==> config.mk <==
export PLATFORM = sky130hd
export DESIGN_NAME = integer_to_radix_digits_flat
export DESIGN_NICKNAME = d
export VERILOG_FILES = /design/src/design/itrd_pkg.sv /design/src/design/itrd_if.sv /design/src/design/itrd_serial_div.sv /design/src/design/integer_to_radix_digits.sv /design/src/flat_wrapper.sv
export SDC_FILE = /design/constraint.sdc
export NUM_CORES = 1
export LEC_CHECK = 0
export BUFFER_PORTS_ARGS = -buffer_cell sky130_fd_sc_hd__buf_2
export CORE_MARGIN = 1
export CORE_UTILIZATION = 40
export DETAILED_ROUTE_END_ITERATION = 12
export PLACE_DENSITY = 0.61
export SYNTH_ARGS = -nofsm -noshare
export SYNTH_HDL_FRONTEND = slang
export SYNTH_HIERARCHICAL = 1
export SYNTH_SLANG_ARGS = --single-unit
==> constraint.sdc <==
create_clock -name clk_i -period 5.3 [get_ports clk_i]
set_input_delay 0.265 -clock clk_i [delete_from_list [all_inputs] [get_ports clk_i]]
set_output_delay 0.265 -clock clk_i [all_outputs]
set_load 0.1 [all_outputs]
==> src/design/itrd_pkg.sv <==
// ----------------------------------------------------------------------------
// itrd_pkg: shared types and constants for the radix digit converter
// Field widths, base limits, the divider status bundle and the digit glyphs.
// ----------------------------------------------------------------------------
package itrd_pkg;

  // Fixed widths of the beat payloads
  localparam int unsigned ValueW = 64;
  localparam int unsigned BaseW  = 5;
  localparam int unsigned CharW  = 8;
  localparam int unsigned DigitW = 4;

  // Accepted radix range
  localparam logic [BaseW-1:0] BaseMin = BaseW'(2);
  localparam logic [BaseW-1:0] BaseMax = BaseW'(16);

  // Character sent for a zero value
  localparam logic [CharW-1:0] CharZero = 8'h30;

  // Status from the serial divider to the sequencer
  typedef struct packed {
    logic              digit_valid; // remainder digit final this cycle
    logic [DigitW-1:0] digit;       // remainder of the division just finished
    logic              quo_zero;    // quotient after that division is zero
  } itrd_div_status_t;

  // Map a digit to its upper-case ASCII glyph
  function automatic logic [CharW-1:0] itrd_glyph(input logic [DigitW-1:0] d);
    logic [CharW-1:0] ch;
    if (d < DigitW'(10)) begin
      ch = 8'h30 + CharW'(d);
    end else begin
      ch = 8'h37 + CharW'(d);
    end
    return ch;
  endfunction

endpackage

==> src/design/itrd_if.sv <==
// ----------------------------------------------------------------------------
// itrd_in_if / itrd_out_if: valid/ready channels of the radix digit converter
// The input channel carries a value and a base; the output channel one digit.
// ----------------------------------------------------------------------------
interface itrd_in_if
  import itrd_pkg::*;
();
  logic                     valid;
  logic                     ready;
  logic signed [ValueW-1:0] value;
  logic        [BaseW-1:0]  base;

  modport source (output valid, output value, output base, input ready);
  modport sink   (input valid, input value, input base, output ready);
endinterface

interface itrd_out_if
  import itrd_pkg::*;
();
  logic             valid;
  logic             ready;
  logic [CharW-1:0] digit_char;
  logic             negative;
  logic             last;
  logic             error;

  modport source (output valid, output digit_char, output negative, output last,
                  output error, input ready);
  modport sink   (input valid, input digit_char, input negative, input last,
                  input error, output ready);
endinterface

==> src/design/itrd_serial_div.sv <==
// ----------------------------------------------------------------------------
// itrd_serial_div: bit-serial restoring divider by a small radix
// Shifts the quotient one bit per cycle through a 4-bit remainder, giving a
// digit after each full pass over the quotient; keeps dividing while the sequencer asks.
// ----------------------------------------------------------------------------
module itrd_serial_div
  import itrd_pkg::*;
#(
  parameter int unsigned VALUE_BITS = 64
) (
  input  logic                   clk_i,
  input  logic                   rst_ni,
  input  logic                   load_i,
  input  logic [VALUE_BITS-1:0]  mag_i,
  input  logic [BaseW-1:0]       base_i,
  input  logic                   keep_i,
  output itrd_div_status_t       status_o
);

  localparam int unsigned BitW = $clog2(VALUE_BITS);
  localparam logic [BitW-1:0] BitLast = BitW'(VALUE_BITS - 1);

  logic [VALUE_BITS-1:0] quo_q, quo_d;
  logic [DigitW-1:0]     rem_q, rem_d;
  logic [BaseW-1:0]      base_q;
  logic [BitW-1:0]       bit_q, bit_d;
  logic                  busy_q, busy_d;
  logic [BaseW-1:0]      rem_shift;
  logic                  ge;
  logic                  digit_done;

  // One restoring step: bring in the next quotient bit, subtract if it fits
  always_comb begin
    rem_shift = {rem_q, quo_q[VALUE_BITS-1]};
    ge        = (rem_shift >= base_q);
    rem_d     = ge ? DigitW'(rem_shift - base_q) : DigitW'(rem_shift);
    quo_d     = {quo_q[VALUE_BITS-2:0], ge};
  end

  assign digit_done = busy_q && (bit_q == BitLast);

  // Advance the bit counter; restart for the next digit or drop busy
  always_comb begin
    bit_d  = bit_q + BitW'(1);
    busy_d = busy_q;
    if (digit_done) begin
      bit_d  = '0;
      busy_d = keep_i;
    end
  end

  always_ff @(posedge clk_i or negedge rst_ni) begin
    if (!rst_ni) begin
      quo_q  <= '0;
      rem_q  <= '0;
      bit_q  <= '0;
      busy_q <= 1'b0;
    end else if (load_i) begin
      quo_q  <= mag_i;
      rem_q  <= '0;
      bit_q  <= '0;
      busy_q <= 1'b1;
    end else if (busy_q) begin
      quo_q  <= quo_d;
      rem_q  <= digit_done ? '0 : rem_d;
      bit_q  <= bit_d;
      busy_q <= busy_d;
    end
  end

  // Hold the base for the whole conversion
  always_ff @(posedge clk_i) begin
    if (load_i) begin
      base_q <= base_i;
    end
  end

  assign status_o.digit_valid = digit_done;
  assign status_o.digit       = rem_d;
  assign status_o.quo_zero    = (quo_d == '0);

endmodule

==> src/design/integer_to_radix_digits.sv <==
// ----------------------------------------------------------------------------
// integer_to_radix_digits: signed integer to ASCII digits in base 2..16
// Converts the magnitude of a value to digits, most significant first.
// ----------------------------------------------------------------------------
// One item is converted at a time. The bit-serial divider finds the digits
// least significant first and writes them to the reversal store; each digit is
// then read back from the store and sent, and the output may stall the send. A
// zero value or a bad base gives its single beat in the cycle after it is
// accepted. Digits come out most significant first with last on the final one;
// negative flags a negative value on every beat instead of a '-' character. A
// base outside 2..16 yields one beat with error and last set. Only the low
// VALUE_BITS bits of value are used, and at most the MAX_DIGITS least
// significant digits are sent.
module integer_to_radix_digits
  import itrd_pkg::*;
#(
  parameter int unsigned VALUE_BITS = 64,
  parameter int unsigned MAX_DIGITS = 64
) (
  input  logic        clk_i,
  input  logic        rst_ni,
  itrd_in_if.sink     in_i,
  itrd_out_if.source  out_o
);

  localparam int unsigned IdxW = $clog2(MAX_DIGITS);
  localparam int unsigned CntW = $clog2(MAX_DIGITS + 1);
  localparam logic [CntW-1:0] CntLast = CntW'(MAX_DIGITS - 1);

  typedef enum logic [3:0] {
    S_IDLE = 4'b0001,
    S_DIV  = 4'b0010,
    S_READ = 4'b0100,
    S_EMIT = 4'b1000
  } itrd_state_e;

  itrd_state_e state_q, state_d;

  logic [CntW-1:0]       cnt_q, cnt_d;
  logic [IdxW-1:0]       rd_ptr_q, rd_ptr_d;
  logic                  sign_q, sign_d;
  logic                  err_q, err_d;
  logic [DigitW-1:0]     rd_data_q;
  logic [DigitW-1:0]     store_q [MAX_DIGITS];

  logic [VALUE_BITS-1:0] val_low;
  logic [VALUE_BITS-1:0] mag;
  logic                  val_neg;
  logic                  base_bad;
  logic                  in_beat;
  logic                  div_load;
  logic                  div_keep;
  logic                  store_we;
  logic                  rd_en;
  logic                  zero_load;
  itrd_div_status_t      div_st;

  // Magnitude of the incoming value
  always_comb begin
    val_low  = in_i.value[VALUE_BITS-1:0];
    val_neg  = val_low[VALUE_BITS-1];
    mag      = val_neg ? (~val_low + VALUE_BITS'(1)) : val_low;
    base_bad = (in_i.base < BaseMin) || (in_i.base > BaseMax);
  end

  assign in_i.ready = (state_q == S_IDLE);
  assign in_beat    = in_i.valid && in_i.ready;

  // Keep dividing while quotient is nonzero and the store has room
  assign div_keep = !div_st.quo_zero && (cnt_q != CntLast);

  itrd_serial_div #(
    .VALUE_BITS (VALUE_BITS)
  ) u_div (
    .clk_i    (clk_i),
    .rst_ni   (rst_ni),
    .load_i   (div_load),
    .mag_i    (mag),
    .base_i   (in_i.base),
    .keep_i   (div_keep),
    .status_o (div_st)
  );

  // Sequencer: convert, then read back the store from the top digit down
  always_comb begin
    state_d   = state_q;
    cnt_d     = cnt_q;
    rd_ptr_d  = rd_ptr_q;
    sign_d    = sign_q;
    err_d     = err_q;
    div_load  = 1'b0;
    store_we  = 1'b0;
    rd_en     = 1'b0;
    zero_load = 1'b0;
    case (state_q)
      S_IDLE: begin
        if (in_beat) begin
          rd_ptr_d = '0;
          if (base_bad) begin
            err_d   = 1'b1;
            state_d = S_EMIT;
          end else begin
            err_d  = 1'b0;
            sign_d = val_neg;
            cnt_d  = '0;
            if (mag == '0) begin
              zero_load = 1'b1;
              state_d   = S_EMIT;
            end else begin
              div_load = 1'b1;
              state_d  = S_DIV;
            end
          end
        end
      end
      S_DIV: begin
        if (div_st.digit_valid) begin
          store_we = 1'b1;
          cnt_d    = cnt_q + CntW'(1);
          if (!div_keep) begin
            rd_ptr_d = cnt_q[IdxW-1:0];
            state_d  = S_READ;
          end
        end
      end
      S_READ: begin
        rd_en   = 1'b1;
        state_d = S_EMIT;
      end
      S_EMIT: begin
        if (out_o.ready) begin
          if (rd_ptr_q == '0) begin
            state_d = S_IDLE;
          end else begin
            rd_ptr_d = rd_ptr_q - IdxW'(1);
            state_d  = S_READ;
          end
        end
      end
      default: begin
        state_d = S_IDLE;
      end
    endcase
  end

  always_ff @(posedge clk_i or negedge rst_ni) begin
    if (!rst_ni) begin
      state_q  <= S_IDLE;
      cnt_q    <= '0;
      rd_ptr_q <= '0;
      sign_q   <= 1'b0;
      err_q    <= 1'b0;
    end else begin
      state_q  <= state_d;
      cnt_q    <= cnt_d;
      rd_ptr_q <= rd_ptr_d;
      sign_q   <= sign_d;
      err_q    <= err_d;
    end
  end

  // Reversal store: write digits as found, read back in reverse order
  always_ff @(posedge clk_i) begin
    if (store_we) begin
      store_q[cnt_q[IdxW-1:0]] <= div_st.digit;
    end
  end

  always_ff @(posedge clk_i) begin
    if (rd_en) begin
      rd_data_q <= store_q[rd_ptr_q];
    end else if (zero_load) begin
      rd_data_q <= '0;
    end
  end

  // Output beat
  assign out_o.valid      = (state_q == S_EMIT);
  assign out_o.digit_char = err_q ? '0 : itrd_glyph(rd_data_q);
  assign out_o.negative   = sign_q && !err_q;
  assign out_o.last       = (rd_ptr_q == '0);
  assign out_o.error      = err_q;

  // The block never takes a new item while a digit beat is pending
  a_no_accept_while_emit: assert property (@(posedge clk_i) disable iff (!rst_ni)
    out_o.valid |-> !in_i.ready)
    else $error("input ready while a digit beat is pending");

  // An error beat is always the only beat of its item
  a_error_is_last: assert property (@(posedge clk_i) disable iff (!rst_ni)
    out_o.valid && out_o.error |-> out_o.last)
    else $error("error beat without last");

  // Digits are only produced during conversion, within store bounds
  a_digit_in_div: assert property (@(posedge clk_i) disable iff (!rst_ni)
    div_st.digit_valid |-> (state_q == S_DIV) && (cnt_q < CntW'(MAX_DIGITS)))
    else $error("divider digit outside conversion or beyond store depth");

  // The final digit hands over to readback
  a_stop_to_read: assert property (@(posedge clk_i) disable iff (!rst_ni)
    div_st.digit_valid && !div_keep |=> (state_q == S_READ))
    else $error("conversion end did not start readback");

endmodule

==> src/flat_wrapper.sv <==
// flat-port wrapper written by rule: the top's interface ports become plain ports
module integer_to_radix_digits_flat import itrd_pkg::*;
#(
  parameter int unsigned VALUE_BITS = 64,
  parameter int unsigned MAX_DIGITS = 64
)
  (clk_i, rst_ni, in_i_valid, in_i_value, in_i_base, in_i_ready, out_o_valid, out_o_digit_char, out_o_negative, out_o_last, out_o_error, out_o_ready);
  itrd_in_if in_i_i ();
  itrd_out_if out_o_i ();
  input  logic clk_i;
  input  logic rst_ni;
  input wire logic [$bits(in_i_i.valid)-1:0] in_i_valid;
  input wire logic [$bits(in_i_i.value)-1:0] in_i_value;
  input wire logic [$bits(in_i_i.base)-1:0] in_i_base;
  output wire logic [$bits(in_i_i.ready)-1:0] in_i_ready;
  output wire logic [$bits(out_o_i.valid)-1:0] out_o_valid;
  output wire logic [$bits(out_o_i.digit_char)-1:0] out_o_digit_char;
  output wire logic [$bits(out_o_i.negative)-1:0] out_o_negative;
  output wire logic [$bits(out_o_i.last)-1:0] out_o_last;
  output wire logic [$bits(out_o_i.error)-1:0] out_o_error;
  input wire logic [$bits(out_o_i.ready)-1:0] out_o_ready;
  assign in_i_i.valid = in_i_valid;
  assign in_i_i.value = in_i_value;
  assign in_i_i.base = in_i_base;
  assign in_i_ready = in_i_i.ready;
  assign out_o_valid = out_o_i.valid;
  assign out_o_digit_char = out_o_i.digit_char;
  assign out_o_negative = out_o_i.negative;
  assign out_o_last = out_o_i.last;
  assign out_o_error = out_o_i.error;
  assign out_o_i.ready = out_o_ready;
  integer_to_radix_digits #(.VALUE_BITS(VALUE_BITS), .MAX_DIGITS(MAX_DIGITS)) u_core (.clk_i(clk_i), .rst_ni(rst_ni), .in_i(in_i_i), .out_o(out_o_i));
endmodule
After elaboration in Yosys (flattened, before gate mapping)
Memories as Yosys holds them, arrays and structs flattened.
Cells that the tools add are included.
{"block": "word_totals", "regBits": 103, "latchBits": 0, "ramBits": 256, "rom_bits": 0, "inputBits": 73, "out_inout_bits": 13, "word_cells": 105, "mem_count": 1}
{"name": "u_core.store_q", "words": 64, "word_bits": 4, "read_ports": 1, "rd_clocked_by_memory_dff": 0, "write_ports": 1, "line": "integer_to_radix_digits.sv:44", "rtl": "logic [DigitW-1:0] store_q [MAX_DIGITS];"}
{"block": "op_classes", "n_addsub": 7, "n_mul": 0, "div": 0, "magnitude_cmp": 4, "eq_ne": 12, "n_shift": 0, "mux": 49, "n_bitwise": 2, "n_reduce_logical": 19}
{"op": "two-way mux 64 bit", "count": 3}
{"op": "zero test 64 bit", "count": 2}
{"op": "adder 64 x 1 -> 64 bit (second input constant)", "count": 1}
{"op": "inverter 64 bit", "count": 1}
{"op": "two-way mux 4 bit", "count": 12}
{"op": "two-way mux 6 bit", "count": 8}
{"op": "two-way mux 7 bit", "count": 3}
{"op": "one-hot mux 6 bit (3 select lines)", "count": 1}
{"op": "two-way mux 1 bit", "count": 17}
{"op": "two-way mux 8 bit", "count": 2}
{"op": "one-hot mux 4 bit (4 select lines)", "count": 1}
{"op": "adder 6 x 4 -> 7 bit (first input constant)", "count": 2}
{"op": "one-hot mux 7 bit (2 select lines)", "count": 1}
{"op": "inequality test 2 bit (second input constant)", "count": 5}
{"op": "AND reduction 4 bit", "count": 2}
{"op": "adder 7 x 1 -> 7 bit (second input constant)", "count": 1}
{"op": "inequality test 7 x 6 -> 1 bit (second input constant)", "count": 1}
{"op": "adder 6 x 1 -> 6 bit (second input constant)", "count": 1}
{"op": "equality test 6 bit (second input constant)", "count": 1}
{"op": "zero test 6 bit", "count": 1}
{"op": "AND reduction 6 bit", "count": 1}
{"op": "nonzero test 2 bit", "count": 3}
{"op": "subtractor 6 x 1 -> 6 bit (second input constant)", "count": 1}
{"op": ">= comparator 5 bit", "count": 1}
{"op": "other kinds (17)", "count": 21}

Longest topological paths before layout
Gate-level depths: netlist of the first run.
{"block": "depth", "ltp_word": 10, "mapped_depth": 18, "mapped_depth_nobuf": 14}

Cells and area by module
The synthesis of the first run kept the hierarchy.
{"mod": "integer_to_radix_digits", "n_inst": 1, "cells_per_inst": 1017, "area_per_inst_um2": 14010.9, "seq_area_each_um2": 8284.2}
{"mod": "itrd_serial_div", "n_inst": 1, "cells_per_inst": 398, "area_per_inst_um2": 3993.8, "seq_area_each_um2": 2026.9}

Worst setup path after synthesis of the first run
OpenSTA, ideal clock, no wires.
{"block": "synth_path", "path_kind": "register -> register", "from": "register u_core.state_q[0]", "to": "register u_core.u_div.quo_q[20]", "setup_ns": 0.136, "t_arrival_ns": 5.885, "required_time_ns": 5.164, "path_slack_ns": -0.721, "path_stages_with_launch": 9, "n_path_buf": 3, "period_less_slack_ns": 6.021, "cell_sequence": "dfstp_2 -> nor4b_1 -> nand2_1 -> nor2b_1 -> clkbuf_1 -> and2_1 -> clkbuf_1 -> clkbuf_1 -> o21ai_0"}
{"block": "synth_via", "elab_chain_cells": 5, "elab_cells_between_ends": 6, "classes_between": "eq/ne (1); mux (3); reduce/logical (2)"}
{"element": "start: declaration", "line": "integer_to_radix_digits.sv:37", "rtl": "itrd_state_e state_q, state_d;"}
{"element": "start signal: assignment", "line": "integer_to_radix_digits.sv:154", "rtl": "state_q <= state_d;"}
{"element": "equality test 4 x 1 -> 1 bit (*)", "line": "integer_to_radix_digits.sv:66", "rtl": "assign in_i.ready = (state_q == S_IDLE);"}
{"element": "via in_i_ready", "line": "flat_wrapper.sv:15", "rtl": "output wire logic [$bits(in_i_i.ready)-1:0] in_i_ready;"}
{"element": "logical AND 1 bit", "line": "integer_to_radix_digits.sv:67", "rtl": "assign in_beat = in_i.valid && in_i.ready;"}
{"element": "two-way mux 1 bit", "line": "integer_to_radix_digits.sv:97", "rtl": "if (in_beat) begin"}
{"element": "two-way mux 1 bit (*)", "line": "integer_to_radix_digits.sv:95", "rtl": "case (state_q)"}
{"element": "via u_core.div_load", "line": "integer_to_radix_digits.sv:51", "rtl": "logic div_load;"}
{"element": "two-way mux 64 bit or nonzero test 2 bit (tied branches)"}
{"element": "end signal: assignment", "line": "itrd_serial_div.sv:59", "rtl": "quo_q <= mag_i;"}
{"element": "end signal: assignment", "line": "itrd_serial_div.sv:64", "rtl": "quo_q <= quo_d;"}
{"element": "end: declaration", "line": "itrd_serial_div.sv:23", "rtl": "logic [VALUE_BITS-1:0] quo_q, quo_d;"}
Mark *: on every way through the listed nets, which the timed path passes. The rest lies on a longest branch.
A chain may end at the register's enable or synchronous reset.

Worst setup path after layout of the first run
{"block": "layout_path", "from": "input port in_i_value[0]", "to": "register u_core.u_div.rem_q[1]"}
{"block": "layout_via", "elab_chain_cells": 9, "elab_cells_between_ends": 10, "classes_between": "add/sub (1); mux (6); bitwise (1); reduce/logical (2)"}
{"element": "start: declaration", "line": "flat_wrapper.sv:13", "rtl": "input wire logic [$bits(in_i_i.value)-1:0] in_i_value;"}
{"element": "inverter 64 bit", "line": "integer_to_radix_digits.sv:62", "rtl": "mag = val_neg ? (~val_low + VALUE_BITS'(1)) : val_low;"}
{"element": "adder 64 x 1 -> 64 bit", "line": "integer_to_radix_digits.sv:62"}
{"element": "two-way mux 64 bit (*)", "line": "integer_to_radix_digits.sv:62"}
{"element": "zero test 64 bit (*)", "line": "integer_to_radix_digits.sv:106", "rtl": "if (mag == '0) begin"}
{"element": "two-way mux 1 bit (*)", "line": "integer_to_radix_digits.sv:106"}
{"element": "two-way mux 1 bit (*)", "line": "integer_to_radix_digits.sv:99", "rtl": "if (base_bad) begin"}
{"element": "two-way mux 1 bit (*)", "line": "integer_to_radix_digits.sv:97"}
{"element": "two-way mux 1 bit (*)", "line": "integer_to_radix_digits.sv:95"}
{"element": "via u_core.div_load", "line": "integer_to_radix_digits.sv:51"}
{"element": "two-way mux 4 bit or nonzero test 2 bit (tied branches)"}
{"element": "end signal: assignment", "line": "itrd_serial_div.sv:65", "rtl": "rem_q <= digit_done ? '0 : rem_d;"}
{"element": "end: declaration", "line": "itrd_serial_div.sv:24", "rtl": "logic [DigitW-1:0] rem_q, rem_d;"}
Marks and branches as above.

==> results.sh, run 1 <==
export IMPL_viasPerCell=5.756
export IMPL_slew_headroom_pct=17.23
export IMPL_io_buffers=84
export IMPL_worstPathRequired_ns=5.74
export IMPL_cts_buffer_depth=3
export IMPL_grt_overflow=0
export IMPL_synth_avg_cell_area_um2=12.72
export IMPL_routed_wl_mm=45.14
export IMPL_synth_edf_count=265
export IMPL_ant_nets=0
export IMPL_startpoint_type="input pin"
export IMPL_wl_per_cell_um=21.38
export IMPL_syn_cell_area_um2=18000
export IMPL_grt_pass1_wl_mm=70.39
export IMPL_fmax_ghz=0.2143
export IMPL_fillCellCount=3947
export IMPL_die_w_um=214.2
export IMPL_worstSetupPathType="in -> reg"
export IMPL_finalSetupTns_ns=0
export IMPL_hold_class="in -> reg"
export IMPL_area_growth_pct=13.59
export IMPL_rsz0062_at_grt="false"
export IMPL_area_sequential_um2=10320
export IMPL_synth_flop_cell="edfxtp_1"
export IMPL_path_max_fanout=18
export IMPL_multiInputGateArea_um2=7209
export IMPL_die_area_um2=45860
export IMPL_post_route_min_period_ns=4.666
export IMPL_h_tree_depth=2
export IMPL_irDropWorstVdd_v=0.0004545
export IMPL_cts_buffers=38
export IMPL_gp_congestion=0.9161
export IMPL_maxCapViolations=0
export IMPL_drtIter0Drc=1231
export IMPL_grt_pass1_vias=11910
export IMPL_crit_arrival_ns=5.10
export IMPL_ctsRootBufferMaster="clkbuf_16"
export IMPL_setup_viol=0
export IMPL_ios=86
export IMPL_layout_drive_gt1_share_pct=19.95
export IMPL_worstPathCellList="buf_2 -> inv_1 -> ha_1 -> or3b_1 -> or4_4 -> or4_4 -> xor2_1 -> a211oi_1 -> nor2_1 -> or4_1 -> or4_4 -> and2_4 -> a311oi_2 -> nand4_1 -> o211ai_1"
export IMPL_insertion_delay_ns=0.55
export IMPL_rows=77
export IMPL_fin_crit_sh_pct=88.05
export IMPL_dpl_instance_area_um2=19130
export IMPL_grt_usage_pct=19.70
export IMPL_async_flop_share_pct=26.18
export IMPL_grt_max_degree=65
export IMPL_cts_tree="yes"
export IMPL_cpMostUsedCell="or4_4"
export IMPL_drv_slew=0
export IMPL_vias=12150
export IMPL_dr_pass1_iters=5
export IMPL_antenna_found_initial=0
export IMPL_clkSinkCount=359
export IMPL_status="complete, no violations"
export IMPL_syn_inst=1415
export IMPL_drc=0
export IMPL_cp_slowest_cell="or4_4"
export IMPL_p_leak_nw=7.308
export IMPL_end_kind="flip-flop"
export IMPL_p_per_area_nw_per_um2=513.7
export IMPL_coreArea_um2=44320
export IMPL_synth_seq_cells=359
export IMPL_ys_seq_area_share_pct=57.27
export IMPL_syn_nets=1500
export IMPL_diodes=0
export IMPL_stdcell_area_um2=20450
export IMPL_synth_distinct_cells=78
export IMPL_finalPower_mw=10.51
export IMPL_fin_skew_ns=0.03311
export IMPL_start_util_pct=40.63
export IMPL_clk_pin_slew_ns=0.06
export IMPL_ys_warn_count=6
export IMPL_slowest_delay_ns=0.64
export IMPL_die_h_um=214.2
export IMPL_hold_viol=0
export IMPL_hpwl_mm=30.94
export IMPL_worstMarginPinSlew_ns=1.241
export IMPL_nNetsFinal=1579
export IMPL_post_cts_setup_buffers=0
## sequential cells by signal, indices dropped and copies added, names as in the netlist
name,cells
u_core/u_div/base_q,5
u_core/out_o.error,1
u_core/u_div/rem_q,4
u_core/u_div/busy_q,1
u_core/u_div/bit_q,6
u_core/cnt_q,7
u_core/store_q,256
u_core/u_div/quo_q,64
u_core/rd_ptr_q,6
u_core/sign_q,1
u_core/rd_data_q,4
u_core/state_q,4
## per-stage QoR
step	std cells	utilization [%]	hold WS (ns)	worst slack (ns)
after floorplan	1415	-	-0.03059	0.3355
after global placement	2040	43.16	0.3372	0.2147
after detailed placement	2040	43.16	0.3379	0.1589
after CTS	2111	46.15	0.02969	0.6731
after global routing	2111	46.15	0.07335	0.4100
final	2111	46.15	0.04557	0.6335
## area by class of cell
cell class              instances  share of cell area (%)
clock buffers                  46                   4.949
clock inverters                19                   1.242
inverters                      36                  0.6607
multi-input cells             931                   35.25
flip-flops and latches        359                   50.46
well taps                     592                   3.622
repair buffers                128                   3.817
## cells in the final DEF (no fill, tap or decap), drive strengths merged, types with 28 or more instances in the layout
cell and instances:
buf 122, clkbuf 46, dfrtp 93, edfxtp 265
inv 36, mux2i 67, mux4 81, nand2 121
nor2 115, nor3 28, nor4 37, o21ai 100
or4 35, xnor2 46
## Yosys cell counts, drive strengths merged (23+ instances only)
library cell  number  area share, %
clkbuf            61            1.3
a21oi             25           0.69
nor3              28           0.81
nor4              37            1.3
dfrtp             93             13
xnor2             46            2.2
nand3             23           0.64
or3               27           0.94
or4               35            1.5
nand2            121            2.5
edfxtp           265             44
o21ai            100            2.8
mux4              81             10
inv               35           0.73
buf               28           0.78
nor2             115            2.4
mux2i             67            3.7
o31ai             25            1.0
## where the power goes
group | internal (mW) | switching [mW] | leakage [nW]
sequential | 4.07 | 0.458 | 3.56
clock | 1.61 | 1.09 | 0.621
combinational | 1.18 | 2.10 | 3.12
## layer usage
layer	vias to the layer above	track usage, %	share of wire (%)
met1	6075	27.62	44
met2	392	31.73	47
met3	80	3.348	6.2
li1	5604	-	-
met4	0	5.238	2.2
met5	-	0	0
## final timing paths
| path | start | end | slack [ns] | cells after the start |
|---|---|---|---|---|
| setup / recovery | in_i_value[0] | u_core/u_div/rem_q[1] | 0.63 | 15 |
| hold / removal | in_i_value[0] | u_core/u_div/quo_q[0] | 0.05 | 3 |
| setup reg to reg | u_core/u_div/busy_q | u_core/store_q[7][3] | 1.78 | 6 |
| hold reg to reg | u_core/sign_q | u_core/sign_q | 0.51 | 1 |
| max in group asynchronous | rst_ni | u_core/u_div/busy_q | 3.85 | 3 |
| min in group asynchronous | rst_ni | u_core/u_div/quo_q[14] | 0.31 | 2 |
## critical path, delay by kind of cell
family,cells,cell delay (ns)
buffers and inverters,2,0.24
adder cells (fa/ha/maj),1,0.27
AND/OR/NAND/NOR,8,3.26
AO/OA/AOI/OAI,3,0.88
XOR/XNOR,1,0.18
## repair_timing
item	4_1_cts	5_1_grt
endpoints found under the hold margin	52	0
hold buffers	6	0
gates resized for setup	0	0
## cells by family after synthesis
| logic type | Yosys count | share of synthesized area (%) |
|---|---|---|
| fa+ha+maj | 12 | 0.8756 |
| xor+xnor | 68 | 3.308 |
| flops | 359 | 57.27 |
| other cells | 1 | 0.02083 |
| buf+inv | 125 | 2.801 |
| mux | 153 | 14.17 |
| simple gates | 480 | 13.78 |
| compound gates | 217 | 7.776 |
Note: power is estimated with default switching activity, not from simulation.
==> run 2: changes to the inputs <==
--- a/config.mk
+++ b/config.mk
@@ -9,7 +9,7 @@
 export CORE_MARGIN = 1
 export CORE_UTILIZATION = 40
 export DETAILED_ROUTE_END_ITERATION = 12
-export PLACE_DENSITY = 0.61
+export PLACE_DENSITY = 0.62
 export SYNTH_ARGS = -nofsm -noshare
 export SYNTH_HDL_FRONTEND = slang
 export SYNTH_HIERARCHICAL = 1
==> constraint.sdc (replaced) <==
create_clock -name clk_i -period 3.9 [get_ports clk_i]
set_input_delay 0 -clock clk_i [delete_from_list [all_inputs] [get_ports clk_i]]
set_output_delay 0 -clock clk_i [all_outputs]
set_load 0.1 [all_outputs]
==> results.sh, run 2 (synthesis gave the netlist of run 1 again) <==
export IMPL_worstPathRequired_ns=4.33
export IMPL_final_core_utilization_pct=49.95
export IMPL_wl_per_cell_um=20.30
export IMPL_start_util_pct=40.63
export IMPL_io_buffers=84
export IMPL_ios=86
export IMPL_routed_wl_mm=46.74
export IMPL_crit_arrival_ns=4.30
export IMPL_cts_buffer_depth=3
export IMPL_setup_viol=0
export IMPL_p_leak_nw=8.269
export IMPL_path_max_fanout=7
export IMPL_hpwl_mm=32.96
export IMPL_fmax_ghz=0.2585
export IMPL_p_per_area_nw_per_um2=657.0
export IMPL_hold_class="in -> reg"
export IMPL_coreArea_um2=44320
export IMPL_drv_slew=0
export IMPL_layout_common_cells="265 x edfxtp_1, 204 x buf_4, 120 x nand2_1, 113 x nor2_1, 96 x o21ai_0"
export IMPL_maxCapViolations=0
export IMPL_nNetsFinal=1768
export IMPL_cts_tree="yes"
export IMPL_worstSetupPathType="in -> reg"
export IMPL_antenna_found_initial=0
export IMPL_post_route_min_period_ns=3.868
export IMPL_viasPerCell=5.599
export IMPL_finalSetupTns_ns=0
export IMPL_vias=12890
export IMPL_end_kind="flip-flop"
export IMPL_mostFrequentLayoutCell="edfxtp_1"
export IMPL_drtIter0Drc=1190
export IMPL_cts_buffers=37
export IMPL_slew_headroom_pct=22.40
export IMPL_gp_congestion=1.034
export IMPL_final_cell_count_no_fill=2302
export IMPL_die_w_um=214.2
export IMPL_dp_cells=2208
export IMPL_area_growth_pct=22.94
export IMPL_hold_start="in_i_value[2]"
export IMPL_dr_pass1_iters=5
export IMPL_clk_pin_slew_ns=0.06
export IMPL_status="complete, no violations"
export IMPL_ant_nets=0
export IMPL_die_h_um=214.2
export IMPL_diodes=0
export IMPL_layout_drive_gt1_share_pct=28.60
export IMPL_fin_crit_sh_pct=99.18
export IMPL_r2r_start="u_core/u_div/quo_q[33]"
export IMPL_hold_ws_ns=0.007874
export IMPL_h_tree_depth=2
export IMPL_rows=77
export IMPL_grt_pass1_wl_mm=74.15
export IMPL_fin_skew_ns=0.01569
export IMPL_largest_register_ffs=256
export IMPL_drc=0
export IMPL_startpoint_type="input pin"
export IMPL_grt_max_degree=79
export IMPL_cp_startpoint="in_i_value[12]"
export IMPL_insertion_delay_ns=0.51
export IMPL_finalPower_mw=14.54
export IMPL_fillCellCount=3862
export IMPL_clkSinkCount=359
export IMPL_grt_overflow=0
export IMPL_grt_usage_pct=20.35
export IMPL_die_area_um2=45860
export IMPL_irDropWorstVdd_v=0.0009409
export IMPL_worstMarginPinSlew_ns=1.164
export IMPL_grt_pass1_vias=12950
export IMPL_hold_viol=0
export IMPL_ctsRootBufferMaster="clkbuf_16"
## run 2: changes by cell type in the layout (fill, tap and decap cells not counted), moves of 3 or more
cell           change
buf_12             +3
buf_4            +166
clkbuf_1           +5
clkinv_2           -4
dlygate4sd3_1     +19
nor4_1             -5
nor4_2             +5
or4_1              -3
or4_4              +3
## run 2: metal layers
| metal | global-route usage [%] | part of all wire, % | vias to the layer above |
|---|---|---|---|
| li1 | - | - | 5971 |
| met1 | 29.12 | 45 | 6450 |
| met2 | 32.92 | 47 | 412 |
| met3 | 2.879 | 6.0 | 57 |
| met4 | 4.595 | 1.8 | 0 |
| met5 | 0 | 0 | - |
## run 2: final cells by class
type | count | area (µm²) | share of cell area [%]
clock buffers | 54 | 1084 | 4.895
well taps | 592 | 740.7 | 3.346
flip-flops and latches | 359 | 10320 | 46.62
clock inverters | 12 | 188.9 | 0.8535
multi-input cells | 931 | 7343 | 33.18
repair buffers | 318 | 2303 | 10.41
inverters | 36 | 155.1 | 0.7009
## run 2: worst max-delay path, stage by stage
cell and delay, ns:
buf_2 0.12, or4_4 0.53, buf_4 0.17, or4_4 0.54
or4_4 0.57, a211oi_2 0.22, a221o_1 0.21, o311ai_1 0.14
or4_4 0.57, or4_4 0.45, and2_4 0.22, a311oi_4 0.28
nand2_1 0.10, o211ai_1 0.18
## run 2: what timing repair did
item,in CTS,in global routing
cloned,0,0
endpoints found under the setup margin,48,73
resized for setup,3,21
hold buffers,25,0
hold endpoints to repair,87,0
buffers inserted,0,3
pin swaps,0,9
## run 2: where the power goes
part	switching (mW)	internal, mW
Combinational	2.87	1.83
Clock	1.41	2.26
Sequential	0.646	5.52
Total	4.93	9.61
## run 2: metrics by stage
step / setup WS (ns) / area (µm²)
after floorplan: -0.4290 / 18150
after global placement: -0.5481 / 20470
after detailed placement: -0.6269 / 20470
after CTS: 0.01973 / 22000
after global routing: -0.003217 / 22140
final: 0.03212 / 22140
## run 2: path summary, 6_finish.rpt
path / slack, ns / cells past startpoint / endpoint
worst max-delay path: 0.03 / 14 / u_core/u_div/rem_q[1]
worst min-delay path: 0.008 / 5 / u_core/u_div/quo_q[2]
worst max register to register: 0.62 / 11 / u_core/rd_ptr_q[1]
worst min register to register: 0.50 / 1 / u_core/sign_q
max in group asynchronous: 2.82 / 3 / u_core/u_div/quo_q[40]
min in group asynchronous: 0.13 / 2 / u_core/u_div/quo_q[6]
